<file path="src/sv/coalescing_deadline_queue_assert.svh">
// Assertion macros for the coalescing deadline queue.
// Define ASSERT_OFF to compile the checks out.
`ifndef COALESCING_DEADLINE_QUEUE_ASSERT_SVH
`define COALESCING_DEADLINE_QUEUE_ASSERT_SVH

`ifndef ASSERT_OFF
// Same-cycle implication.
`define CDQ_ASSERT_IMP(lbl, clk, rstn, ante, cons) \
  lbl: assert property (@(posedge clk) disable iff (!rstn) (ante) |-> (cons)) \
    else $error("cdq assertion failed");
// Next-cycle implication.
`define CDQ_ASSERT_NXT(lbl, clk, rstn, ante, cons) \
  lbl: assert property (@(posedge clk) disable iff (!rstn) (ante) |=> (cons)) \
    else $error("cdq assertion failed");
`else
`define CDQ_ASSERT_IMP(lbl, clk, rstn, ante, cons)
`define CDQ_ASSERT_NXT(lbl, clk, rstn, ante, cons)
`endif

`endif

</file>
<file path="src/sv/cdq_pkg.sv">
package cdq_pkg;

  localparam int unsigned DefQueueDepth = 64;
  localparam int unsigned DefKeyBits    = 16;

  localparam int unsigned KeyW   = 16;
  localparam int unsigned TimeW  = 32;
  localparam int unsigned TypeW  = 3;
  localparam int unsigned ModeW  = 3;
  localparam int unsigned StatW  = 2;
  localparam int unsigned RemW   = 7;
  localparam int unsigned SlackW = 16;

  localparam logic [SlackW-1:0] DefSlack = 16'd5000;
  localparam logic [RemW-1:0]   RemMax   = 7'd127;

  // operation codes
  localparam logic [ModeW-1:0] MODE_ADD      = 3'd0;
  localparam logic [ModeW-1:0] MODE_REMOVE   = 3'd1;
  localparam logic [ModeW-1:0] MODE_POP      = 3'd2;
  localparam logic [ModeW-1:0] MODE_INFLIGHT = 3'd3;
  localparam logic [ModeW-1:0] MODE_PUSH     = 3'd4;

  // entry types
  localparam logic [TypeW-1:0] T_STATUS   = 3'd0;
  localparam logic [TypeW-1:0] T_TIMER    = 3'd1;
  localparam logic [TypeW-1:0] T_ONLINE   = 3'd2;
  localparam logic [TypeW-1:0] T_PERIODIC = 3'd3;
  localparam logic [TypeW-1:0] T_XSTATUS  = 3'd4;

  // result status
  localparam logic [StatW-1:0] ST_OK   = 2'd0;
  localparam logic [StatW-1:0] ST_SUPP = 2'd1;
  localparam logic [StatW-1:0] ST_FULL = 2'd2;
  localparam logic [StatW-1:0] ST_NONE = 2'd3;

  typedef struct packed {
    logic rd_en;
    logic wr_en;
  } mem_ctl_t;

endpackage

</file>
<file path="src/sv/cdq_if.sv">
interface cdq_in_if;
  logic                          valid;
  logic                          ready;
  logic [cdq_pkg::ModeW-1:0]     mode;
  logic [cdq_pkg::KeyW-1:0]      contact_key;
  logic [cdq_pkg::TimeW-1:0]     time_value;
  logic [cdq_pkg::TypeW-1:0]     entry_type;
  logic                          flag;

  modport source (output valid, mode, contact_key, time_value, entry_type, flag,
                  input ready);
  modport sink (input valid, mode, contact_key, time_value, entry_type, flag,
                output ready);
endinterface

interface cdq_out_if;
  logic                          valid;
  logic                          ready;
  logic [cdq_pkg::StatW-1:0]     status;
  logic [cdq_pkg::KeyW-1:0]      out_contact;
  logic [cdq_pkg::TimeW-1:0]     out_time;
  logic [cdq_pkg::TypeW-1:0]     out_type;
  logic [cdq_pkg::RemW-1:0]      removed_count;

  modport source (output valid, status, out_contact, out_time, out_type, removed_count,
                  input ready);
  modport sink (input valid, status, out_contact, out_time, out_type, removed_count,
                output ready);
endinterface

</file>
<file path="src/sv/cdq_store.sv">
module cdq_store #(
  parameter int unsigned DEPTH = cdq_pkg::DefQueueDepth,
  parameter int unsigned EW    = 51
) (
  input  logic                     clk_i,
  input  cdq_pkg::mem_ctl_t        ctl_i,
  input  logic [$clog2(DEPTH)-1:0] rd_addr_i,
  input  logic [$clog2(DEPTH)-1:0] wr_addr_i,
  input  logic [EW-1:0]            wr_data_i,
  output logic [EW-1:0]            rd_data_o
);

  logic [EW-1:0] mem [DEPTH];

  always_ff @(posedge clk_i) begin
    if (ctl_i.wr_en) begin
      mem[wr_addr_i] <= wr_data_i;
    end
  end

  always_ff @(posedge clk_i) begin
    if (ctl_i.rd_en) begin
      rd_data_o <= mem[rd_addr_i];
    end
  end

endmodule

</file>
<file path="src/sv/coalescing_deadline_queue.sv">
// Coalescing deadline queue: timed poll requests kept in due-time order, earliest
// at the head, plus one in-flight contact key.
// Channels: req_i carries one operation per beat (add, remove key, pop due,
// set in-flight, push front); rsp_o returns exactly one result beat per request.
// cfg_we_i/cfg_wdata_i write the remove slack; write only while the block is idle.
// Entries live in a circular single-port-write, registered-read memory of
// QUEUE_DEPTH entries. Pop and push front move the head pointer.
// Work per request, request beat to result beat:
//   set in-flight, push front, empty pop, unknown mode: straight to the result
//   pop with entries: a registered read of the head entry, then the result
//   remove: a compaction pass over the stored entries; add: the same pass, then,
//   unless the new entry lands at the tail, an insert shift of the survivors
//   behind the insert point, then the write of the new entry; the compaction
//   pass reads one entry per cycle through the memory read port, and the insert
//   shift moves one entry per cycle.
// One request is worked at a time. A new request is taken once the previous one
// has been handed to the output register, even while that result still waits.
// If the receiver stalls, the finished result waits in the work registers and
// no further request is taken.
// Reset empties the queue, clears the in-flight key and sets the slack to 5000;
// no clearing pass is needed, stale memory words are never read.
`include "coalescing_deadline_queue_assert.svh"

module coalescing_deadline_queue #(
  parameter int unsigned QUEUE_DEPTH = cdq_pkg::DefQueueDepth,
  parameter int unsigned KEY_BITS    = cdq_pkg::DefKeyBits
) (
  input  logic                         clk_i,
  input  logic                         rst_ni,
  input  logic                         cfg_we_i,
  input  logic [cdq_pkg::SlackW-1:0]   cfg_wdata_i,
  cdq_in_if.sink                       req_i,
  cdq_out_if.source                    rsp_o
);

  localparam int unsigned KW = (KEY_BITS < cdq_pkg::KeyW) ? KEY_BITS : cdq_pkg::KeyW;
  localparam int unsigned AW = $clog2(QUEUE_DEPTH);
  localparam int unsigned CW = $clog2(QUEUE_DEPTH + 1);
  localparam int unsigned TW = cdq_pkg::TimeW;
  localparam int unsigned YW = cdq_pkg::TypeW;
  localparam int unsigned EW = KW + TW + YW;

  localparam logic [CW-1:0] DepthC = CW'(QUEUE_DEPTH);
  localparam logic [CW:0]   DepthW = (CW+1)'(QUEUE_DEPTH);
  localparam logic [AW-1:0] LastA  = AW'(QUEUE_DEPTH - 1);

  localparam logic [2:0] S_IDLE  = 3'd0;
  localparam logic [2:0] S_SWEEP = 3'd1;
  localparam logic [2:0] S_SHIFT = 3'd2;
  localparam logic [2:0] S_PUT   = 3'd3;
  localparam logic [2:0] S_POP   = 3'd4;
  localparam logic [2:0] S_DONE  = 3'd5;

  // control state
  logic [2:0]    state_q, state_d;
  logic [AW-1:0] head_q, head_d;
  logic [CW-1:0] count_q, count_d;
  logic          infl_v_q, infl_v_d;
  logic [KW-1:0] infl_key_q, infl_key_d;
  logic [cdq_pkg::SlackW-1:0] slack_q, slack_d;
  logic [CW-1:0] rd_q, rd_d;
  logic [CW-1:0] w_q, w_d;
  logic          dv_q, dv_d;
  logic          found_q, found_d;
  logic          block_q, block_d;
  logic          out_v_q, out_v_d;

  // request and work registers
  logic [cdq_pkg::ModeW-1:0] mode_q, mode_d;
  logic [KW-1:0]             key_q, key_d;
  logic [TW-1:0]             tm_q, tm_d;
  logic [YW-1:0]             ty_q, ty_d;
  logic                      flag_q, flag_d;
  logic [CW-1:0]             si_q, si_d;
  logic [CW-1:0]             pos_q, pos_d;
  logic [cdq_pkg::StatW-1:0] stat_q, stat_d;
  logic [cdq_pkg::RemW-1:0]  rem_q, rem_d;
  logic [KW-1:0]             po_key_q, po_key_d;
  logic [TW-1:0]             po_time_q, po_time_d;
  logic [YW-1:0]             po_type_q, po_type_d;

  // output register
  logic [cdq_pkg::StatW-1:0] out_stat_q, out_stat_d;
  logic [KW-1:0]             out_key_q, out_key_d;
  logic [TW-1:0]             out_time_q, out_time_d;
  logic [YW-1:0]             out_type_q, out_type_d;
  logic [cdq_pkg::RemW-1:0]  out_rem_q, out_rem_d;

  // memory port
  cdq_pkg::mem_ctl_t mem_ctl;
  logic [AW-1:0]     rd_addr, wr_addr;
  logic [EW-1:0]     wr_data, rd_data;

  // entry under test
  logic [KW-1:0] e_key;
  logic [TW-1:0] e_time;
  logic [YW-1:0] e_type;
  logic          kill, blk;
  logic [KW-1:0] in_key;
  logic [YW-1:0] in_type;
  logic          add_block;

  function automatic logic [AW-1:0] phys(input logic [AW-1:0] base,
                                         input logic [CW-1:0] off);
    logic [CW:0] s;
    s = (CW+1)'(base) + (CW+1)'(off);
    if (s >= DepthW) begin
      s = s - DepthW;
    end
    return s[AW-1:0];
  endfunction

  cdq_store #(
    .DEPTH (QUEUE_DEPTH),
    .EW    (EW)
  ) u_store (
    .clk_i     (clk_i),
    .ctl_i     (mem_ctl),
    .rd_addr_i (rd_addr),
    .wr_addr_i (wr_addr),
    .wr_data_i (wr_data),
    .rd_data_o (rd_data)
  );

  assign e_key  = rd_data[EW-1 -: KW];
  assign e_time = rd_data[YW +: TW];
  assign e_type = rd_data[YW-1:0];

  assign in_key  = req_i.contact_key[KW-1:0];
  // fold unknown types into periodic
  assign in_type = (req_i.entry_type > cdq_pkg::T_XSTATUS) ? cdq_pkg::T_PERIODIC
                                                           : req_i.entry_type;

  assign req_i.ready = (state_q == S_IDLE);

  assign rsp_o.valid         = out_v_q;
  assign rsp_o.status        = out_stat_q;
  assign rsp_o.out_contact   = cdq_pkg::KeyW'(out_key_q);
  assign rsp_o.out_time      = out_time_q;
  assign rsp_o.out_type      = out_type_q;
  assign rsp_o.removed_count = out_rem_q;

  // Coalescing rules: decide drop and suppress for one stored entry.
  always_comb begin
    kill = 1'b0;
    blk  = 1'b0;
    if (mode_q == cdq_pkg::MODE_REMOVE) begin
      kill = (e_type != cdq_pkg::T_TIMER) || (e_time <= tm_q);
    end else begin
      case (ty_q)
        cdq_pkg::T_XSTATUS, cdq_pkg::T_ONLINE: begin
          kill = 1'b1;
        end
        cdq_pkg::T_STATUS: begin
          if (e_type == cdq_pkg::T_ONLINE) begin
            blk = 1'b1;
          end else begin
            kill = 1'b1;
          end
        end
        cdq_pkg::T_TIMER: begin
          kill = e_type inside {cdq_pkg::T_TIMER, cdq_pkg::T_PERIODIC};
          blk  = (e_type == cdq_pkg::T_ONLINE);
        end
        default: begin
        end
      endcase
    end
    if (e_key != key_q) begin
      kill = 1'b0;
      blk  = 1'b0;
    end
  end

  // A status change add is also held off by a matching in-flight key.
  assign add_block = block_q || ((ty_q == cdq_pkg::T_STATUS) && infl_v_q &&
                                 (infl_key_q == key_q));

  always_comb begin
    state_d    = state_q;
    head_d     = head_q;
    count_d    = count_q;
    infl_v_d   = infl_v_q;
    infl_key_d = infl_key_q;
    slack_d    = slack_q;
    rd_d       = rd_q;
    w_d        = w_q;
    dv_d       = dv_q;
    found_d    = found_q;
    block_d    = block_q;
    out_v_d    = out_v_q;
    mode_d     = mode_q;
    key_d      = key_q;
    tm_d       = tm_q;
    ty_d       = ty_q;
    flag_d     = flag_q;
    si_d       = si_q;
    pos_d      = pos_q;
    stat_d     = stat_q;
    rem_d      = rem_q;
    po_key_d   = po_key_q;
    po_time_d  = po_time_q;
    po_type_d  = po_type_q;
    out_stat_d = out_stat_q;
    out_key_d  = out_key_q;
    out_time_d = out_time_q;
    out_type_d = out_type_q;
    out_rem_d  = out_rem_q;
    mem_ctl    = '0;
    rd_addr    = head_q;
    wr_addr    = head_q;
    wr_data    = rd_data;

    if (cfg_we_i) begin
      slack_d = cfg_wdata_i;
    end

    // drop the output beat once taken
    if (out_v_q && rsp_o.ready) begin
      out_v_d = 1'b0;
    end

    case (state_q)
      S_IDLE: begin
        if (req_i.valid) begin
          mode_d    = req_i.mode;
          key_d     = in_key;
          tm_d      = req_i.time_value;
          ty_d      = in_type;
          flag_d    = req_i.flag;
          stat_d    = cdq_pkg::ST_OK;
          rem_d     = '0;
          po_key_d  = '0;
          po_time_d = '0;
          po_type_d = '0;
          rd_d      = '0;
          w_d       = '0;
          dv_d      = 1'b0;
          found_d   = 1'b0;
          block_d   = 1'b0;
          state_d   = S_DONE;
          case (req_i.mode)
            cdq_pkg::MODE_ADD: begin
              state_d = S_SWEEP;
            end
            cdq_pkg::MODE_REMOVE: begin
              // compare against now + slack, wrapping
              tm_d    = req_i.time_value + TW'(slack_q);
              state_d = S_SWEEP;
            end
            cdq_pkg::MODE_POP: begin
              if (count_q == '0) begin
                stat_d = cdq_pkg::ST_NONE;
              end else begin
                mem_ctl.rd_en = 1'b1;
                rd_addr       = head_q;
                state_d       = S_POP;
              end
            end
            cdq_pkg::MODE_INFLIGHT: begin
              infl_v_d   = req_i.flag;
              infl_key_d = req_i.flag ? in_key : '0;
            end
            cdq_pkg::MODE_PUSH: begin
              if (count_q >= DepthC) begin
                stat_d = cdq_pkg::ST_FULL;
              end else begin
                head_d        = (head_q == '0) ? LastA : head_q - 1'b1;
                mem_ctl.wr_en = 1'b1;
                wr_addr       = head_d;
                wr_data       = {in_key, req_i.time_value, in_type};
                count_d       = count_q + 1'b1;
              end
            end
            default: begin
            end
          endcase
        end
      end

      S_SWEEP: begin
        // read ahead one entry per cycle; survivors are written back compacted
        if (rd_q < count_q) begin
          mem_ctl.rd_en = 1'b1;
          rd_addr       = phys(head_q, rd_q);
          rd_d          = rd_q + 1'b1;
          dv_d          = 1'b1;
        end else begin
          dv_d = 1'b0;
        end
        if (dv_q) begin
          if (blk) begin
            block_d = 1'b1;
          end
          if (kill) begin
            if (rem_q != cdq_pkg::RemMax) begin
              rem_d = rem_q + 1'b1;
            end
          end else begin
            mem_ctl.wr_en = 1'b1;
            wr_addr       = phys(head_q, w_q);
            wr_data       = rd_data;
            w_d           = w_q + 1'b1;
            // first survivor due later marks the insert point
            if ((mode_q == cdq_pkg::MODE_ADD) && !found_q && (e_time > tm_q)) begin
              found_d = 1'b1;
              pos_d   = w_q;
            end
          end
        end
        if ((rd_q == count_q) && !dv_q) begin
          count_d = w_q;
          if (mode_q == cdq_pkg::MODE_REMOVE) begin
            if (flag_q && infl_v_q && (infl_key_q == key_q)) begin
              infl_v_d   = 1'b0;
              infl_key_d = '0;
            end
            state_d = S_DONE;
          end else if (add_block) begin
            stat_d  = cdq_pkg::ST_SUPP;
            state_d = S_DONE;
          end else if (w_q >= DepthC) begin
            stat_d  = cdq_pkg::ST_FULL;
            state_d = S_DONE;
          end else begin
            if (!found_q) begin
              pos_d = w_q;
            end
            rd_d    = w_q;
            dv_d    = 1'b0;
            state_d = found_q ? S_SHIFT : S_PUT;
          end
        end
      end

      S_SHIFT: begin
        // move the tail up by one, last entry first
        if (rd_q > pos_q) begin
          mem_ctl.rd_en = 1'b1;
          rd_addr       = phys(head_q, rd_q - 1'b1);
          rd_d          = rd_q - 1'b1;
          si_d          = rd_q - 1'b1;
          dv_d          = 1'b1;
        end else begin
          dv_d = 1'b0;
        end
        if (dv_q) begin
          mem_ctl.wr_en = 1'b1;
          wr_addr       = phys(head_q, si_q + 1'b1);
          wr_data       = rd_data;
        end
        if ((rd_q == pos_q) && !dv_q) begin
          state_d = S_PUT;
        end
      end

      S_PUT: begin
        mem_ctl.wr_en = 1'b1;
        wr_addr       = phys(head_q, pos_q);
        wr_data       = {key_q, tm_q, ty_q};
        count_d       = count_q + 1'b1;
        state_d       = S_DONE;
      end

      S_POP: begin
        if (e_time <= tm_q) begin
          po_key_d  = e_key;
          po_time_d = e_time;
          po_type_d = e_type;
          head_d    = (head_q == LastA) ? '0 : head_q + 1'b1;
          count_d   = count_q - 1'b1;
        end else begin
          stat_d = cdq_pkg::ST_NONE;
        end
        state_d = S_DONE;
      end

      S_DONE: begin
        // hand the result to the output register once it is free
        if (!out_v_q || rsp_o.ready) begin
          out_v_d    = 1'b1;
          out_stat_d = stat_q;
          out_key_d  = po_key_q;
          out_time_d = po_time_q;
          out_type_d = po_type_q;
          out_rem_d  = rem_q;
          state_d    = S_IDLE;
        end
      end

      default: begin
        state_d = S_IDLE;
      end
    endcase
  end

  always_ff @(posedge clk_i or negedge rst_ni) begin
    if (!rst_ni) begin
      state_q    <= S_IDLE;
      head_q     <= '0;
      count_q    <= '0;
      infl_v_q   <= 1'b0;
      infl_key_q <= '0;
      slack_q    <= cdq_pkg::DefSlack;
      rd_q       <= '0;
      w_q        <= '0;
      dv_q       <= 1'b0;
      found_q    <= 1'b0;
      block_q    <= 1'b0;
      out_v_q    <= 1'b0;
    end else begin
      state_q    <= state_d;
      head_q     <= head_d;
      count_q    <= count_d;
      infl_v_q   <= infl_v_d;
      infl_key_q <= infl_key_d;
      slack_q    <= slack_d;
      rd_q       <= rd_d;
      w_q        <= w_d;
      dv_q       <= dv_d;
      found_q    <= found_d;
      block_q    <= block_d;
      out_v_q    <= out_v_d;
    end
  end

  always_ff @(posedge clk_i) begin
    mode_q     <= mode_d;
    key_q      <= key_d;
    tm_q       <= tm_d;
    ty_q       <= ty_d;
    flag_q     <= flag_d;
    si_q       <= si_d;
    pos_q      <= pos_d;
    stat_q     <= stat_d;
    rem_q      <= rem_d;
    po_key_q   <= po_key_d;
    po_time_q  <= po_time_d;
    po_type_q  <= po_type_d;
    out_stat_q <= out_stat_d;
    out_key_q  <= out_key_d;
    out_time_q <= out_time_d;
    out_type_q <= out_type_d;
    out_rem_q  <= out_rem_d;
  end

  `CDQ_ASSERT_IMP(a_count_bound, clk_i, rst_ni, 1'b1, count_q <= DepthC)
  `CDQ_ASSERT_NXT(a_busy_after_accept, clk_i, rst_ni, req_i.valid && req_i.ready, state_q != S_IDLE)
  `CDQ_ASSERT_IMP(a_compact_behind_read, clk_i, rst_ni, state_q == S_SWEEP, w_q <= rd_q)
  `CDQ_ASSERT_IMP(a_no_rw_clash, clk_i, rst_ni, mem_ctl.rd_en && mem_ctl.wr_en, rd_addr != wr_addr)

endmodule
</file>
<file path="src/flat_wrapper.sv">
// flat-port wrapper written by rule: the top's interface ports become plain ports
module coalescing_deadline_queue_flat 
#(
  parameter int unsigned QUEUE_DEPTH = cdq_pkg::DefQueueDepth,
  parameter int unsigned KEY_BITS    = cdq_pkg::DefKeyBits
)
  (clk_i, rst_ni, cfg_we_i, cfg_wdata_i, req_i_valid, req_i_mode, req_i_contact_key, req_i_time_value, req_i_entry_type, req_i_flag, req_i_ready, rsp_o_valid, rsp_o_status, rsp_o_out_contact, rsp_o_out_time, rsp_o_out_type, rsp_o_removed_count, rsp_o_ready);
  cdq_in_if req_i_i ();
  cdq_out_if rsp_o_i ();
  input  logic clk_i;
  input  logic rst_ni;
  input  logic cfg_we_i;
  input  logic [cdq_pkg::SlackW-1:0] cfg_wdata_i;
  input wire logic [$bits(req_i_i.valid)-1:0] req_i_valid;
  input wire logic [$bits(req_i_i.mode)-1:0] req_i_mode;
  input wire logic [$bits(req_i_i.contact_key)-1:0] req_i_contact_key;
  input wire logic [$bits(req_i_i.time_value)-1:0] req_i_time_value;
  input wire logic [$bits(req_i_i.entry_type)-1:0] req_i_entry_type;
  input wire logic [$bits(req_i_i.flag)-1:0] req_i_flag;
  output wire logic [$bits(req_i_i.ready)-1:0] req_i_ready;
  output wire logic [$bits(rsp_o_i.valid)-1:0] rsp_o_valid;
  output wire logic [$bits(rsp_o_i.status)-1:0] rsp_o_status;
  output wire logic [$bits(rsp_o_i.out_contact)-1:0] rsp_o_out_contact;
  output wire logic [$bits(rsp_o_i.out_time)-1:0] rsp_o_out_time;
  output wire logic [$bits(rsp_o_i.out_type)-1:0] rsp_o_out_type;
  output wire logic [$bits(rsp_o_i.removed_count)-1:0] rsp_o_removed_count;
  input wire logic [$bits(rsp_o_i.ready)-1:0] rsp_o_ready;
  assign req_i_i.valid = req_i_valid;
  assign req_i_i.mode = req_i_mode;
  assign req_i_i.contact_key = req_i_contact_key;
  assign req_i_i.time_value = req_i_time_value;
  assign req_i_i.entry_type = req_i_entry_type;
  assign req_i_i.flag = req_i_flag;
  assign req_i_ready = req_i_i.ready;
  assign rsp_o_valid = rsp_o_i.valid;
  assign rsp_o_status = rsp_o_i.status;
  assign rsp_o_out_contact = rsp_o_i.out_contact;
  assign rsp_o_out_time = rsp_o_i.out_time;
  assign rsp_o_out_type = rsp_o_i.out_type;
  assign rsp_o_removed_count = rsp_o_i.removed_count;
  assign rsp_o_i.ready = rsp_o_ready;
  coalescing_deadline_queue #(.QUEUE_DEPTH(QUEUE_DEPTH), .KEY_BITS(KEY_BITS)) u_core (.clk_i(clk_i), .rst_ni(rst_ni), .cfg_we_i(cfg_we_i), .cfg_wdata_i(cfg_wdata_i), .req_i(req_i_i), .rsp_o(rsp_o_i));
endmodule
</file>
<file path="config.mk">
export PLATFORM = sky130hd
export DESIGN_NAME = coalescing_deadline_queue_flat
export DESIGN_NICKNAME = d
export VERILOG_FILES = /design/src/sv/cdq_pkg.sv /design/src/sv/cdq_if.sv /design/src/sv/cdq_store.sv /design/src/sv/coalescing_deadline_queue.sv /design/src/flat_wrapper.sv
export VERILOG_INCLUDE_DIRS = /design/src /design/src/sv
export SDC_FILE = /design/constraint.sdc
export NUM_CORES = 2
export LEC_CHECK = 0
export ABC_AREA = 0
export BUFFER_PORTS_ARGS = -buffer_cell sky130_fd_sc_hd__buf_2
export CORE_ASPECT_RATIO = 1.25
export CORE_MARGIN = 5
export CORE_UTILIZATION = 49
export DETAILED_ROUTE_END_ITERATION = 7
export SYNTH_ARGS = -nofsm -noshare
export SYNTH_HDL_FRONTEND = slang
export SYNTH_HIERARCHICAL = 1
export SYNTH_SLANG_ARGS = --single-unit
export TNS_END_PERCENT = 5
</file>
<file path="constraint.sdc">
create_clock -name clk_i -period 17.6 [get_ports clk_i]
set_input_delay 0.88 -clock clk_i [delete_from_list [all_inputs] [get_ports clk_i]]
set_output_delay 0.88 -clock clk_i [all_outputs]
set_load 0.05 [all_outputs]
</file>
Word level (Yosys, flattened, before mapping)
Memory sizes are Yosys's and may differ from the RTL's. A register that Yosys moved wholly into a read port is not among the register bits.
Index checks and enable logic that the tools add are counted.
{ "word_totals": {"word_cells": 285, "output_inout_bits": 62, "in_bits": 76, "n_memories": 1, "register_bits": 256, "ramBits": 3264} }
{ "mem_list": {"columns": ["name", "depth", "word_bits", "rd", "rd_ports_with_merged_regs", "write_ports", "line", "source"], "rows": [
  ["u_core.u_store.mem", 64, 51, 1, 1, 1, "cdq_store.sv:13", "logic [EW-1:0] mem [DEPTH];"]
]} }
{ "classes": {"n_reduce_logical": 45, "mux": 135, "addsub": 20, "magnitude_cmp": 12, "eq_ne": 43} }
{ "op_table": {"columns": ["operator", "count"], "rows": [
  ["$mux 7", 25],
  ["$mux 51", 3],
  ["$mux 16", 8],
  ["$pmux 51 s2", 1],
  ["$mux 32", 3],
  ["$mux 6", 16],
  ["$pmux 16 s2", 2],
  ["$pmux 32 s2", 1],
  ["$add 6x7->8", 5],
  ["$ge 8x7->1 const B", 5],
  ["$mux 1", 37],
  ["$sub 6x1->6 const B", 6],
  ["$add 7x1->7 const B", 5],
  ["$add 32x16->32", 1],
  ["$gt 32x32->1", 1],
  ["$le 32x32->1", 1],
  ["$mux 3", 10],
  ["$ne 2x1->1 const B", 14],
  ["$pmux 7 s2", 2],
  ["$pmux 7 s4", 1],
  ["$pmux 6 s2", 2],
  ["$pmux 6 s4", 1],
  ["$eq 3x2->1 const B", 7],
  ["$pmux 7 s3", 1],
  ["38 further kinds", 97]
]} }

Depth between registers and ports, before layout
{ "depth": {"word_depth": 12, "mapped_depth": 19, "mapped_depth_nobuf": 16} }

Modules after synthesis
Netlist, hierarchy kept.
{ "by_module_without_submodules": {"columns": ["module", "cells_per_inst", "area_each_um2", "seq_area_each_um2", "n_inst"], "rows": [
  ["cdq_store", 5233, 125308.9, 99545.5, 1],
  ["coalescing_deadline_queue", 1511, 15617.5, 7328.3, 1]
]} }

Least setup slack after synthesis
OpenSTA, ideal clock, no wires.
{ "synth_timing": {"path_kind": "reg-to-reg", "from": "reg u_core.u_store.rd_data_o[33], read port of u_core.u_store.mem", "to": "mem u_core.u_store.mem[48][0], enable pin", "required_time_ns": 17.077, "setup_slack_ns": 10.667, "setup_ns": 0.523, "arrival_time_ns": 6.411, "stages_incl_launch_ff": 13, "period_less_slack_ns": 6.933, "path_buffers": 2, "cell_sequence": "edfxtp_1 ha_1 nand4_1 nor4_4 a21oi_4 o211a_1 or3_1 buf_2 mux2i_1 o21ai_0 clkbuf_1 or3_1 nor3_1"} }
{ "synth_between": {"word_cells_on_any_way": 12, "classes_between": "order compare: 1; mux: 10; reduce/logical: 1"} }
{ "synth_rtl": {"columns": ["element", "line", "source"], "rows": [
  ["start, declared", "cdq_store.sv:10", "output logic [EW-1:0] rd_data_o"],
  ["$le 32x32->1", "coalescing_deadline_queue.sv:148", "kill = (e_type != cdq_pkg::T_TIMER) || (e_time <= tm_q);"],
  ["$logic_or 1x1->1", "coalescing_deadline_queue.sv:148", null],
  ["$mux 1", "coalescing_deadline_queue.sv:147", "if (mode_q == cdq_pkg::MODE_REMOVE) begin"],
  ["$mux 1", "coalescing_deadline_queue.sv:169", "if (e_key != key_q) begin"],
  ["$mux 6", "coalescing_deadline_queue.sv:295", "if (kill) begin"],
  ["$mux 6", "coalescing_deadline_queue.sv:291", "if (dv_q) begin"],
  ["$pmux 6 s4", "coalescing_deadline_queue.sv:223", "case (state_q)"],
  ["via u_core.wr_addr[2]", "coalescing_deadline_queue.sv:91", "logic [AW-1:0] rd_addr, wr_addr;"],
  ["end, declared", "cdq_store.sv:13", null]
]} }
The timed path passes the listed nets, and every way through them passes these cells.

Worst setup path after layout
{ "layout_timing": {"from": "reg u_core.state_q[1]", "to": "reg u_core.u_store.rd_data_o[27], read port of u_core.u_store.mem, data pin"} }
{ "layout_between": {"elab_chain_cells": 2, "word_cells_on_any_way": 5, "classes_between": "eq/ne: 2; mux: 2; reduce/logical: 1"} }
{ "layout_lines": {"columns": ["element", "line", "source"], "rows": [
  ["start, declared", "coalescing_deadline_queue.sv:55", "logic [2:0] state_q, state_d;"],
  ["start signal, assigned", "coalescing_deadline_queue.sv:412", "state_q <= state_d;"],
  ["$eq 3x2->1 / $eq 3x1->1 (equally long branches)", "coalescing_deadline_queue.sv:223", null],
  ["$pmux 6 s2 (*)", "coalescing_deadline_queue.sv:223", null],
  ["via u_core.rd_addr[0]", "coalescing_deadline_queue.sv:91", null]
]} }
Mark *: on every way through the listed nets, which the timed path passes. The rest lies on a longest branch.
A chain may end at the register's enable or synchronous reset.

==> run_results.csv <==
group,metric,value,unit
run_status,status,"finished clean",
synthesis,synth-seq-cells,3570,
routing,ant_nets,0,
setup_path,critical_path_buf_inv_count,3,
synthesis,synth_edf_count,3503,
min_path,min-delay-start,"cfg_wdata_i[1]",
min_path,hold_depth,3,
sta,final.min_clock_period,7.615,ns
final_layout,fin_nets,7228,
routing,via_count,71690,
min_path,hp-class,"input pin to flip-flop",
clocking,cts_hold_buf,1,
sta,grt_setup_unrepaired,"false",
sta,timing_hold_violations_final,0,
synthesis,syn-num-nets,6928,
global_routing,grt_max_degree,131,
sta,fmax,131.3,MHz
synthesis,ys_types,87,
setup_path,rr_endpoint,"u_core/u_store/rd_data_o[27]",
setup_path,cp_num_cells,13,
sta,fin_worst_skew,0.04632,ns
setup_path,cp_max_fo,86,
synthesis,synth_top_flop_cell,"edfxtp_1",
clocking,cts-resized-gates,0,
floorplanning,rows,220,
synthesis,avgSynthCellArea,20.90,um2
setup_path,crit_path_frequent_cell,"mux4_2",
sta,worstMarginPinSlew,1.391,ns
floorplanning,initial_core_util,0.4913,
global_routing,grt_pass1_wl,546.4,mm
routing,finalWirelength,385.4,mm
clocking,clockRootBuffer,"clkbuf_16",
clocking,postCtsSetupBuffers,0,
synthesis,async_flop_share,0.01877,
setup_path,endpoint_kind,"flip-flop",
sta,min_period_over_period,0.4327,
placed_design,place.gp.congestion,0.8610,
routing,drc_errors,0,
placed_design,dp_hpwl,217.3,mm
clocking,cts_made_buffers,344,
floorplanning,io_pins,138,
sta,setup_viol,0,
clocking,insertion_delay,0.89,ns
sta,drv_slew,0,
synthesis,ys_warn_count,6,
final_layout,finish.instance_area,157600,um2
clocking,clock_sinks,3570,
setup_path,cp_data_required_time,18.15,ns
routing,post_drt_wl_per_cell,34.73,um
floorplanning,dieHeight,609.6,um
placed_design,postPlaceCellArea,146900,um2
floorplanning,die_area,298500,um2
setup_path,crit_chain,"or2_2, o21ai_0, nor3_1, a31o_2, nand2_1, inv_1, a221o_4, buf_12, buf_4, mux4_2, mux4_2, o22ai_1, nor2_1",
setup_path,worstSetupPathType,"flip-flop to flip-flop",
min_path,holdPathEnd,"u_core/slack_q[1]",
final_layout,drive_above_1_share,0.2679,
global_routing,grt_pass1_vias,72020,
setup_path,rrSetupSlack,9.98,ns
global_routing,grtUsageTotal,0.2574,
clocking,clockBufferDepth,4,
clocking,clk_pin_slew,0.06,ns
routing,firstDrtPassIters,8,
synthesis,ys_seq_area_frac,0.7584,
setup_path,reg2reg_depth,13,
placed_design,portBuffers,137,
setup_path,cpMaxStageDelayCell,"dfrtp_1",
floorplanning,die_x,489.7,um
global_routing,grt-ovfl-total,0,
sta,tns,0,ns
final_layout,area_delta_synth_final,11.85,%
synthesis,syn_area,140900,um2
setup_path,cp.arrival,8.17,ns
job,drv_cap,0,
setup_path,crit_path_start_kind,"flip-flop",
clocking,cts_tree,"yes",
sta,slew-limit-headroom,0.07243,
setup_path,critPathTopFamily,"buffers and inverters",
setup_path,r2r_start,"u_core/state_q[1]",
routing,avgViaCountPerCell,6.461,
clocking,cts.htree.levels,5,
setup_path,max_stage_delay,0.97,ns
global_routing,antenna_found_initial,16,
routing,drt-initial-drc-count,9209,
synthesis,syn_inst,6744,
floorplanning,core-area,286800,um2
stage by stage:
stage	hold slack, ns	setup slack [ns]	cells	util
floorplan	0.4003	10.67	6744	-
global placement	0.4012	9.990	10470	0.5123
detailed placement	0.4045	9.956	10470	0.5123
CTS	0.1355	9.920	11090	0.5494
global route	0.1753	9.325	11090	0.5495
finish	0.2105	9.985	11100	0.5495
cell families after synthesis:
logic type / share of synthesized area
XOR/XNOR: 0.006463
flip-flops: 0.7584
AND/OR/NAND/NOR: 0.02554
AO/OA/AOI/OAI: 0.03414
buffers and inverters: 0.01437
multiplexers: 0.1512
adder cells (fa/ha/maj): 0.009962
area by class of cell:
| class | count | area [um2] |
|---|---|---|
| diodes | 5 | 12.51 |
| clock buffers | 417 | 9052 |
| clock inverters | 202 | 1593 |
| fillers | 21510 | 129200 |
| inverters | 94 | 355.3 |
| multi-input cells | 2712 | 32790 |
| flip-flops and latches | 3570 | 106900 |
| well taps | 3774 | 4722 |
| repair buffers | 322 | 2227 |
synthesized netlist by cell type, drive strengths merged, types with 8 or more instances:
| master | n | area [um2] |
|---|---|---|
| o31ai | 9 | 72.57 |
| nand3b | 8 | 60.06 |
| nand2 | 246 | 925.9 |
| mux2 | 93 | 1047 |
| a22oi | 54 | 405.4 |
| nand2b | 15 | 93.84 |
| a21oi | 142 | 721.9 |
| a31oi | 29 | 181.4 |
| inv | 91 | 341.6 |
| o221a | 11 | 123.9 |
| a21o | 15 | 112.6 |
| o21bai | 8 | 60.06 |
| clkbuf | 190 | 713.2 |
| o221ai | 61 | 534.3 |
| nor2b | 17 | 106.4 |
| dfrtp | 62 | 1551 |
| nor3 | 32 | 160.2 |
| or3 | 18 | 117.6 |
| a211oi | 11 | 87.58 |
| o21a | 12 | 90.09 |
| nor4 | 13 | 117.6 |
| xor2 | 48 | 420.4 |
| or2 | 14 | 87.59 |
| nor3b | 9 | 67.56 |
| edfxtp | 3503 | 105200 |
| o211ai | 9 | 67.56 |
| mux4 | 870 | 19590 |
| ha | 101 | 1264 |
| nand4 | 49 | 306.5 |
| mux2i | 66 | 660.6 |
| a21bo | 18 | 180.2 |
| and3 | 62 | 387.9 |
| o22ai | 169 | 1057 |
| nor2 | 214 | 803.3 |
| xnor2 | 56 | 490.5 |
| buf | 178 | 959.7 |
| o21ai | 124 | 624.4 |
| nand3 | 26 | 135.1 |
placed cells by master, fill, tap and decap left out, drive strengths merged, types with 66 or more instances in the layout:
cell	count
edfxtp	3503
mux4	870
clkbuf	417
buf	321
nand2	246
nor2	214
o22ai	169
clkinv	159
a21oi	142
o21ai	124
ha	101
inv	101
mux2	93
mux2i	66
worst register-to-register path: stages (launching register included):
cell	delay, ns
dfrtp_1	0.97
or2_2	0.31
o21ai_0	0.16
nor3_1	0.25
a31o_2	0.26
nand2_1	0.37
inv_1	0.42
a221o_4	0.72
buf_12	0.65
buf_4	1.02
mux4_2	0.63
mux4_2	0.51
o22ai_1	0.72
nor2_1	0.30
layer usage:
| layer | GRT usage | wire [um] | vias to the layer above |
|---|---|---|---|
| met3 | 0.03898 | 31940 | 610 |
| met1 | 0.3637 | 151400 | 38770 |
| met5 | 0 | 83 | - |
| li1 | - | - | 28760 |
| met4 | 0.06908 | 11350 | 12 |
| met2 | 0.4237 | 190600 | 3541 |
state kept, by name (all words and copies together), names as in the netlist, 6 cells and up:
register                    cells
u_core/count_q                  7
u_core/head_q                   6
u_core/infl_key_q              16
u_core/key_q                   16
u_core/po_key_q                16
u_core/po_time_q               32
u_core/pos_q                    7
u_core/rd_q                     7
u_core/rem_q                    7
u_core/rsp_o.out_contact       16
u_core/rsp_o.out_time          32
u_core/rsp_o.removed_count      7
u_core/si_q                     6
u_core/slack_q                 16
u_core/tm_q                    32
u_core/u_store/mem           3264
u_core/u_store/rd_data_o       51
u_core/w_q                      7
how the worst max path moves through the flow:
| stage | startpoint | to | slack (ns) |
|---|---|---|---|
| finish | u_core/state_q[1] | u_core/u_store/rd_data_o[27] | 9.98 |
| floorplan | u_core/u_store/rd_data_o[33] | u_core/u_store/mem[48][0] | 10.67 |
| CTS | u_core/state_q[1] | u_core/u_store/rd_data_o[27] | 9.92 |
| detailed placement | u_core/state_q[1] | u_core/u_store/rd_data_o[27] | 9.96 |
| global route | u_core/state_q[1] | u_core/u_store/rd_data_o[15] | 9.32 |
| global placement | u_core/state_q[1] | u_core/u_store/rd_data_o[21] | 9.99 |
Power is not shown: default switching activity piles up to over one toggle a cycle in this logic, so the estimate is an artifact.
